--- src/design/hsvrgb_pkg.sv ---
`default_nettype none

package hsvrgb_pkg;

    // Sector codes: integer part of hue * 6
    localparam logic [2:0] SECT_RED_YEL = 3'd0;
    localparam logic [2:0] SECT_YEL_GRN = 3'd1;
    localparam logic [2:0] SECT_GRN_CYN = 3'd2;
    localparam logic [2:0] SECT_CYN_BLU = 3'd3;
    localparam logic [2:0] SECT_BLU_MAG = 3'd4;

    // Stage enables handed to the level pipeline
    typedef struct packed {
        logic s2;
        logic s3;
    } t_pipe_en;

    // ceil(y / 255) for y <= 65025, by reciprocal: floor(z/255) = (z + z>>8 + 1) >> 8
    function automatic logic [7:0] ceil_div255(input logic [16:0] y);
        logic [16:0] z;
        logic [16:0] acc;
        z   = y + 17'd254;
        acc = z + {8'd0, z[16:8]} + 17'd1;
        return acc[15:8];
    endfunction

endpackage

`default_nettype wire

--- src/design/hsvrgb_level.sv ---
`default_nettype none

// Two-stage pipeline for one hue-dependent level: ceil(v*s*frac / (255 * 2^HUE_BITS)).
module hsvrgb_level #(
    parameter int HUE_BITS = 16
) (
    input  wire                    i_clk,
    input  hsvrgb_pkg::t_pipe_en   i_en,
    input  wire  [15:0]            i_vs,
    input  wire  [HUE_BITS:0]      i_frac,
    output logic [7:0]             o_cdiv
);
    import hsvrgb_pkg::*;

    localparam int PROD_W = HUE_BITS + 17;

    logic [PROD_W-1:0] r_prod;
    logic [16:0]       n_num;
    logic [7:0]        r_cdiv;

    always_ff @(posedge i_clk) begin
        if (i_en.s2) begin
            r_prod <= PROD_W'(i_vs) * PROD_W'(i_frac);
        end
    end

    // Integer part plus one when any fraction bit is set, so the ceiling survives the shift
    always_comb begin
        n_num = {1'b0, r_prod[HUE_BITS+15:HUE_BITS]} + 17'(|r_prod[HUE_BITS-1:0]);
    end

    always_ff @(posedge i_clk) begin
        if (i_en.s3) begin
            r_cdiv <= ceil_div255(n_num);
        end
    end

    assign o_cdiv = r_cdiv;

endmodule

`default_nettype wire

--- src/design/hsv_to_rgb_converter.sv ---
`default_nettype none

// Channel   | Direction | Word contents (lowest bit first)
// ----------+-----------+--------------------------------------------------
// s_axis    | in        | hue[HUE_BITS-1:0], saturation[7:0], brightness_value[7:0]
// m_axis    | out       | red[7:0], green[7:0], blue[7:0]
//
// Four register stages; a word can enter every cycle while the output is not stalled.
// The stages carry the chain hue*6 / v*s, the 16 x HUE_BITS+1 products, the
// divide-by-255 ceiling and the final subtract-and-select.
// Reset (synchronous, active low) clears the stage valid bits only.
// Each stage advances when it is empty or the next one advances, so bubbles
// collapse under a stall and no word is dropped or repeated.
module hsv_to_rgb_converter #(
    parameter int HUE_BITS = 16
) (
    input  wire                                  i_clk,
    input  wire                                  i_rst_n,
    input  wire                                  s_axis_tvalid,
    output logic                                 s_axis_tready,
    // hue, saturation, brightness_value
    input  wire  [((HUE_BITS+23)/8)*8-1:0]       s_axis_tdata,
    output logic                                 m_axis_tvalid,
    input  wire                                  m_axis_tready,
    // red, green, blue
    output logic [23:0]                          m_axis_tdata
);
    import hsvrgb_pkg::*;

    localparam int H6_W = HUE_BITS + 3;

    // Input unpacking
    logic [HUE_BITS-1:0] hue;
    logic [7:0]          sat;
    logic [7:0]          val;
    logic [H6_W-1:0]     h6;

    assign hue = s_axis_tdata[HUE_BITS-1:0];
    assign sat = s_axis_tdata[HUE_BITS+7:HUE_BITS];
    assign val = s_axis_tdata[HUE_BITS+15:HUE_BITS+8];
    // hue * 6 as two shifted adds
    assign h6  = {1'b0, hue, 2'b00} + {2'b00, hue, 1'b0};

    // Stage enables: advance when empty or when downstream advances
    logic en1, en2, en3, en4;
    t_pipe_en lvl_en;

    logic r1_valid, r2_valid, r3_valid, r4_valid;

    assign en4 = !r4_valid || m_axis_tready;
    assign en3 = !r3_valid || en4;
    assign en2 = !r2_valid || en3;
    assign en1 = !r1_valid || en2;
    assign s_axis_tready = en1;
    assign lvl_en = '{s2: en2, s3: en3};

    always_ff @(posedge i_clk) begin
        if (!i_rst_n) begin
            r1_valid <= 1'b0;
            r2_valid <= 1'b0;
            r3_valid <= 1'b0;
            r4_valid <= 1'b0;
        end else begin
            if (en1) r1_valid <= s_axis_tvalid;
            if (en2) r2_valid <= r1_valid;
            if (en3) r3_valid <= r2_valid;
            if (en4) r4_valid <= r3_valid;
        end
    end

    // Stage 1: split hue into sector and fraction, form v*s
    logic [2:0]          r1_sector;
    logic [HUE_BITS-1:0] r1_frac;
    logic [HUE_BITS:0]   r1_cofrac;
    logic [7:0]          r1_val;
    logic                r1_grey;
    logic [15:0]         r1_vs;

    always_ff @(posedge i_clk) begin
        if (en1) begin
            r1_sector <= h6[H6_W-1:HUE_BITS];
            r1_frac   <= h6[HUE_BITS-1:0];
            r1_cofrac <= {1'b1, {HUE_BITS{1'b0}}} - {1'b0, h6[HUE_BITS-1:0]};
            r1_val    <= val;
            r1_grey   <= (sat == 8'd0);
            r1_vs     <= 16'(val) * 16'(sat);
        end
    end

    // Stages 2-3 for q (fraction f) and t (fraction 1-f)
    logic [7:0] q_cdiv;
    logic [7:0] t_cdiv;

    hsvrgb_level #(.HUE_BITS(HUE_BITS)) u_level_q (
        .i_clk  (i_clk),
        .i_en   (lvl_en),
        .i_vs   (r1_vs),
        .i_frac ({1'b0, r1_frac}),
        .o_cdiv (q_cdiv)
    );

    hsvrgb_level #(.HUE_BITS(HUE_BITS)) u_level_t (
        .i_clk  (i_clk),
        .i_en   (lvl_en),
        .i_vs   (r1_vs),
        .i_frac (r1_cofrac),
        .o_cdiv (t_cdiv)
    );

    // Stage 2: ceiling of v*s/255 for p, carry sideband
    logic [2:0] r2_sector;
    logic [7:0] r2_val;
    logic       r2_grey;
    logic [7:0] r2_pc;

    always_ff @(posedge i_clk) begin
        if (en2) begin
            r2_sector <= r1_sector;
            r2_val    <= r1_val;
            r2_grey   <= r1_grey;
            r2_pc     <= ceil_div255({1'b0, r1_vs});
        end
    end

    // Stage 3: p = v - ceil(v*s/255)
    logic [2:0] r3_sector;
    logic [7:0] r3_val;
    logic       r3_grey;
    logic [7:0] r3_p;

    always_ff @(posedge i_clk) begin
        if (en3) begin
            r3_sector <= r2_sector;
            r3_val    <= r2_val;
            r3_grey   <= r2_grey;
            r3_p      <= r2_val - r2_pc;
        end
    end

    // Stage 4: finish q and t, order channels by sector
    logic [7:0] lvl_q, lvl_t;
    logic [7:0] n_red, n_green, n_blue;
    logic [23:0] r_out;

    assign lvl_q = r3_val - q_cdiv;
    assign lvl_t = r3_val - t_cdiv;

    always_comb begin
        case (r3_sector)
            SECT_RED_YEL: begin n_red = r3_val; n_green = lvl_t;  n_blue = r3_p;   end
            SECT_YEL_GRN: begin n_red = lvl_q;  n_green = r3_val; n_blue = r3_p;   end
            SECT_GRN_CYN: begin n_red = r3_p;   n_green = r3_val; n_blue = lvl_t;  end
            SECT_CYN_BLU: begin n_red = r3_p;   n_green = lvl_q;  n_blue = r3_val; end
            SECT_BLU_MAG: begin n_red = lvl_t;  n_green = r3_p;   n_blue = r3_val; end
            // magenta to red
            default:      begin n_red = r3_val; n_green = r3_p;   n_blue = lvl_q;  end
        endcase
        // Zero saturation: grey at the value level
        if (r3_grey) begin
            n_red   = r3_val;
            n_green = r3_val;
            n_blue  = r3_val;
        end
    end

    always_ff @(posedge i_clk) begin
        if (en4) begin
            r_out <= {n_blue, n_green, n_red};
        end
    end

    assign m_axis_tvalid = r4_valid;
    assign m_axis_tdata  = r_out;

endmodule

`default_nettype wire

--- config.mk ---
export PLATFORM = sky130hd
export DESIGN_NAME = hsv_to_rgb_converter
export DESIGN_NICKNAME = d
export VERILOG_FILES = /design/src/design/hsvrgb_pkg.sv /design/src/design/hsvrgb_level.sv /design/src/design/hsv_to_rgb_converter.sv
export SDC_FILE = /design/constraint.sdc
export NUM_CORES = 2
export LEC_CHECK = 0
export BUFFER_PORTS_ARGS = -buffer_cell sky130_fd_sc_hd__buf_2
export CORE_UTILIZATION = 60
export DETAILED_ROUTE_END_ITERATION = 6
export MAX_ROUTING_LAYER = met4
export PLACE_DENSITY = 0.77
export SYNTH_ARGS = -nofsm -noshare
export SYNTH_HDL_FRONTEND = slang
export SYNTH_HIERARCHICAL = 1
export SYNTH_SLANG_ARGS = --single-unit
export TNS_END_PERCENT = 100
--- constraint.sdc ---
create_clock -name i_clk -period 7.4 [get_ports i_clk]
set_input_delay 1.85 -clock i_clk [delete_from_list [all_inputs] [get_ports i_clk]]
set_output_delay 1.85 -clock i_clk [all_outputs]
set_load 0.03 [all_outputs]
==> metrics.txt <==
# TYPE chip_impl_metric gauge
chip_impl_info{name="status",value="finished, violations left"} 1
chip_impl_info{name="violations",value="DRC"} 1
chip_impl_metric{name="routed_wire_length_per_instance",unit="um"} 18.88
chip_impl_info{name="cp_common_cell",value="fa_1"} 1
chip_impl_metric{name="largest_net_degree_at_the_start_of_global_routing",unit=""} 59
chip_impl_metric{name="avgSynthCellArea",unit="um^2"} 9.543
chip_impl_metric{name="worstPathArrival",unit="ns"} 7.17
chip_impl_metric{name="clkLatencyLatePin",unit="ns"} 0.57
chip_impl_metric{name="fillerInstances",unit=""} 4091
chip_impl_metric{name="worst-slew-pin-transition",unit="ns"} 1.245
chip_impl_info{name="clock_tree.root_cell",value="clkbuf_16"} 1
chip_impl_metric{name="dp.cells",unit=""} 3955
chip_impl_metric{name="finalSetupViolCount",unit=""} 0
chip_impl_metric{name="max_freq",unit="GHz"} 0.1457
chip_impl_metric{name="yosys.area_share.adder",unit="%"} 41.52
chip_impl_info{name="slowest_stage_cell_crit_path",value="edfxtp_1"} 1
chip_impl_metric{name="synth-xor-area-share",unit="%"} 4.839
chip_impl_metric{name="die_height",unit="um"} 229.7
chip_impl_metric{name="synth.mux.area_fraction",unit="%"} 0.3700
chip_impl_metric{name="ratio_of_cells_with_drive_above_1_in_the_final_layout",unit="%"} 5.898
chip_impl_metric{name="die_area",unit="um^2"} 52760
chip_impl_metric{name="grt_remaining_overflow",unit=""} 0
chip_impl_metric{name="routed-wl-met2",unit="um"} 36330
chip_impl_info{name="worst-setup-path-type",value="flop to flop"} 1
chip_impl_metric{name="wl_met1",unit="um"} 31990
chip_impl_metric{name="cts.path.max_buffers",unit=""} 3
chip_impl_metric{name="synthesis.instances",unit=""} 3260
chip_impl_metric{name="post_synthesis_cell_area",unit="um^2"} 31110
chip_impl_metric{name="grt_pass1_wl",unit="um"} 123900
chip_impl_metric{name="worst_setup_hold_path_clk_slew",unit="ns"} 0.06
chip_impl_metric{name="grt_antenna_before_repair",unit=""} 1
chip_impl_metric{name="start_util",unit="%"} 60.64
chip_impl_info{name="setup.worst_path.end_class",value="flop"} 1
chip_impl_metric{name="drv_slew",unit=""} 0
chip_impl_info{name="cts_tree",value="built"} 1
chip_impl_metric{name="dr.first_iter.drc_count",unit=""} 2124
chip_impl_info{name="synthFlopType",value="edfxtp_1"} 1
chip_impl_metric{name="grt_usage",unit="%"} 30.31
chip_impl_metric{name="final_hold_viol_count",unit=""} 0
chip_impl_metric{name="cts_sinks",unit=""} 206
chip_impl_metric{name="remaining_drc_errors",unit=""} 2
chip_impl_metric{name="met3_wirelength",unit="um"} 5087
chip_impl_metric{name="yosysUniqueCellTypes",unit=""} 98
chip_impl_metric{name="cts_resized",unit=""} 0
chip_impl_metric{name="stdcell_count",unit=""} 4003
chip_impl_metric{name="detailroute.via_count",unit=""} 23160
chip_impl_metric{name="antenna_cells",unit=""} 0
chip_impl_metric{name="timing.critical_path.required",unit="ns"} 7.71
chip_impl_metric{name="grt_pass1_vias",unit=""} 24480
chip_impl_metric{name="routed_wl",unit="um"} 75590
chip_impl_metric{name="pin_count",unit=""} 62
chip_impl_info{name="worstPathCellList",value="buf_4 -> nand2_1 -> fa_1 -> fa_1 -> fa_1 -> inv_1 -> fa_1 -> fa_1 -> inv_1 -> fa_1 -> inv_1 -> ha_1 -> a21oi_1 -> nor2_1 -> a2111oi_0 -> a31oi_1 -> a21oi_1 -> o211ai_1 -> xnor2_1"} 1
chip_impl_metric{name="finalWorstPathRequiredPeriod",unit="ns"} 6.864
chip_impl_info{name="synth_top_family_by_area",value="adder cells"} 1
chip_impl_metric{name="synthesis.yosys.warnings",unit=""} 6
chip_impl_metric{name="synth_enable_flop_cells",unit=""} 202
chip_impl_metric{name="tritoncts.num_buffers",unit=""} 26
chip_impl_metric{name="hpwl",unit="um"} 59590
chip_impl_metric{name="setup_buffers_after_cts",unit=""} 0
chip_impl_metric{name="area_delta_synth_final",unit="%"} 6.604
chip_impl_metric{name="h-tree-depth",unit=""} 1
chip_impl_metric{name="tns",unit="ns"} 0
chip_impl_metric{name="floorplan.core_area",unit="um^2"} 51300
chip_impl_metric{name="cts.hold.buffers_added",unit=""} 0
chip_impl_metric{name="finClkSkew",unit="ns"} 0.02371
chip_impl_metric{name="cpPeakStageDelay",unit="ns"} 0.88
chip_impl_metric{name="cap_violations",unit=""} 0
chip_impl_info{name="rsz_0062_raised_after_global_routing",value="no"} 1
chip_impl_info{name="top_routing_layer_in_use",value="met4"} 1
chip_impl_metric{name="drt.antenna.violating_nets",unit=""} 0
chip_impl_info{name="crit_path_start_kind",value="flop"} 1
chip_impl_metric{name="timing.final.crit_share",unit="%"} 92.76
chip_impl_metric{name="path_max_fanout",unit=""} 15
chip_impl_metric{name="dieWidth",unit="um"} 229.7
chip_impl_metric{name="async_set_or_reset_flop_fraction_in_the_synthesized_netlist",unit="%"} 0
chip_impl_metric{name="synth_simple_gate_area_share",unit="%"} 16.35
chip_impl_metric{name="synth-seq-area-share",unit="%"} 19.76
chip_impl_metric{name="std_cell_rows",unit=""} 83
chip_impl_metric{name="synth_compound_gate_area_share",unit="%"} 8.744
chip_impl_metric{name="timing.slew.headroom",unit="%"} 16.98
chip_impl_metric{name="synth_seq_cells",unit=""} 206
chip_impl_metric{name="length_of_the_first_detailed_routing_pass_in_iterations",unit=""} 7
chip_impl_metric{name="finalWeightedCongestion",unit=""} 0.9568
chip_impl_info{name="worst_hold_path_type",value="flop to flop"} 1
chip_impl_metric{name="design.final.nets",unit=""} 4099
chip_impl_metric{name="worst_hold_slack",unit="ns"} 0.4176
chip_impl_metric{name="post_dr_vias_cell",unit=""} 5.786
chip_impl_metric{name="port-buffer-count",unit=""} 61
metal layers:
layer / GRT usage (%) / up-vias
met4: 9.665 / 0
li1: - / 10500
met3: 3.299 / 174
met2: 49.55 / 868
met1: 39.81 / 11620
met5: - / -
per-stage QoR:
step	area, um^2	util (%)	setup slack [ns]
floorplan	31180	-	1.358
global placement	32240	62.84	0.8766
detailed placement	32240	62.84	0.6854
CTS	33160	64.64	0.6826
global route	33160	64.64	0.4042
finish	33160	64.64	0.5360
sequential cells by signal, summed over array words and instances (netlist names), 3 cells and up:
name,count
m_axis_tdata,24
r1_cofrac,15
r1_frac,15
r1_sector,3
r1_val,8
r1_vs,16
r2_pc,8
r2_sector,3
r2_val,8
r3_p,8
r3_sector,3
r3_val,8
u_level_q/o_cdiv,8
u_level_q/r_prod,32
u_level_t/o_cdiv,8
u_level_t/r_prod,32
critical path: cells and delay by family (launching register included):
kind            cells  cell delay (ns)
compound gates      5             1.55
xor+xnor            1             0.15
fa+ha+maj           7             3.35
buf+inv             4             0.49
flops               1             0.88
simple gates        2             0.18
layout by cell type (no fill, tap or decap), drive strengths merged, types with 90 or more instances in the layout:
cell type / netlist / final
edfxtp: 202 / 202
ha: 306 / 306
fa: 454 / 454
inv: 589 / 590
nor2: 90 / 90
a21oi: 116 / 116
buf: 5 / 101
and2: 304 / 304
xnor2: 116 / 116
nand2: 417 / 417
worst paths after layout:
path | slack (ns) | endpoint | cells past startpoint | from
max | 0.54 | u_level_t/r_prod[31] | 19 | r1_vs[2]
min | 0.42 | r2_val[6] | 0 | r1_val[6]
max reg2reg | 0.54 | u_level_t/r_prod[31] | 19 | r1_vs[2]
min reg2reg | 0.42 | r2_val[6] | 0 | r1_val[6]
area by class of cell:
class	instances	area (um^2)	share of cell area, %
clock buffer	28	678.2	2.045
clock inverter	20	246.5	0.7433
inverter	589	2212	6.670
multi-input combinational	2379	22420	67.62
sequential	206	6146	18.53
tap	680	850.8	2.566
timing repair buffer	101	605.6	1.826
kinds of logic (layout without fill, tap and decap cells):
family,count (synthesis),count (layout)
DFF,206,206
AOI/OAI and AO/OA,406,406
muxes,11,11
and+or+nand+nor,1010,1010
xor gates and xnor gates,171,171
buffers and inverters,695,738
other,1,21
adders and majority gates,760,760
cells in the mapped netlist (all sizes together), types with 4 or more instances:
library cell  instances  area, um^2
a211o                 4       35.03
a211oi               12       105.1
a21boi                6       45.05
a21o                 43       331.6
a21oi               116       584.3
a221o                 5       52.55
a22o                  5       43.79
a22oi                 8       60.06
a31o                  5       43.80
a31oi                19       133.9
and2                304        1903
and3                 18       115.1
buf                   5       20.01
clkbuf              100       375.4
dfxtp                 4       80.08
edfxtp              202        6066
fa                  454        9089
ha                  306        3829
inv                 589        2211
mux2i                10       103.9
nand2               417        1565
nand2b               26       162.7
nand3                45       242.7
nand4                15       108.9
nor2                 90       347.8
nor2b                22       137.6
nor3                 30       170.2
nor4                 14       115.1
o2111ai               5       43.79
o211ai               14       118.9
o21a                 26       195.2
o21ai                68       344.1
o21bai               14       105.1
o22ai                12       75.07
o31ai                13       97.59
or2                   5       31.28
or3                   6       37.54
or4                   7       52.55
xnor2               116        1023
xor2                 55       481.7
Power is not shown: default switching activity piles up to over one toggle a cycle in this logic, so the estimate is an artifact.
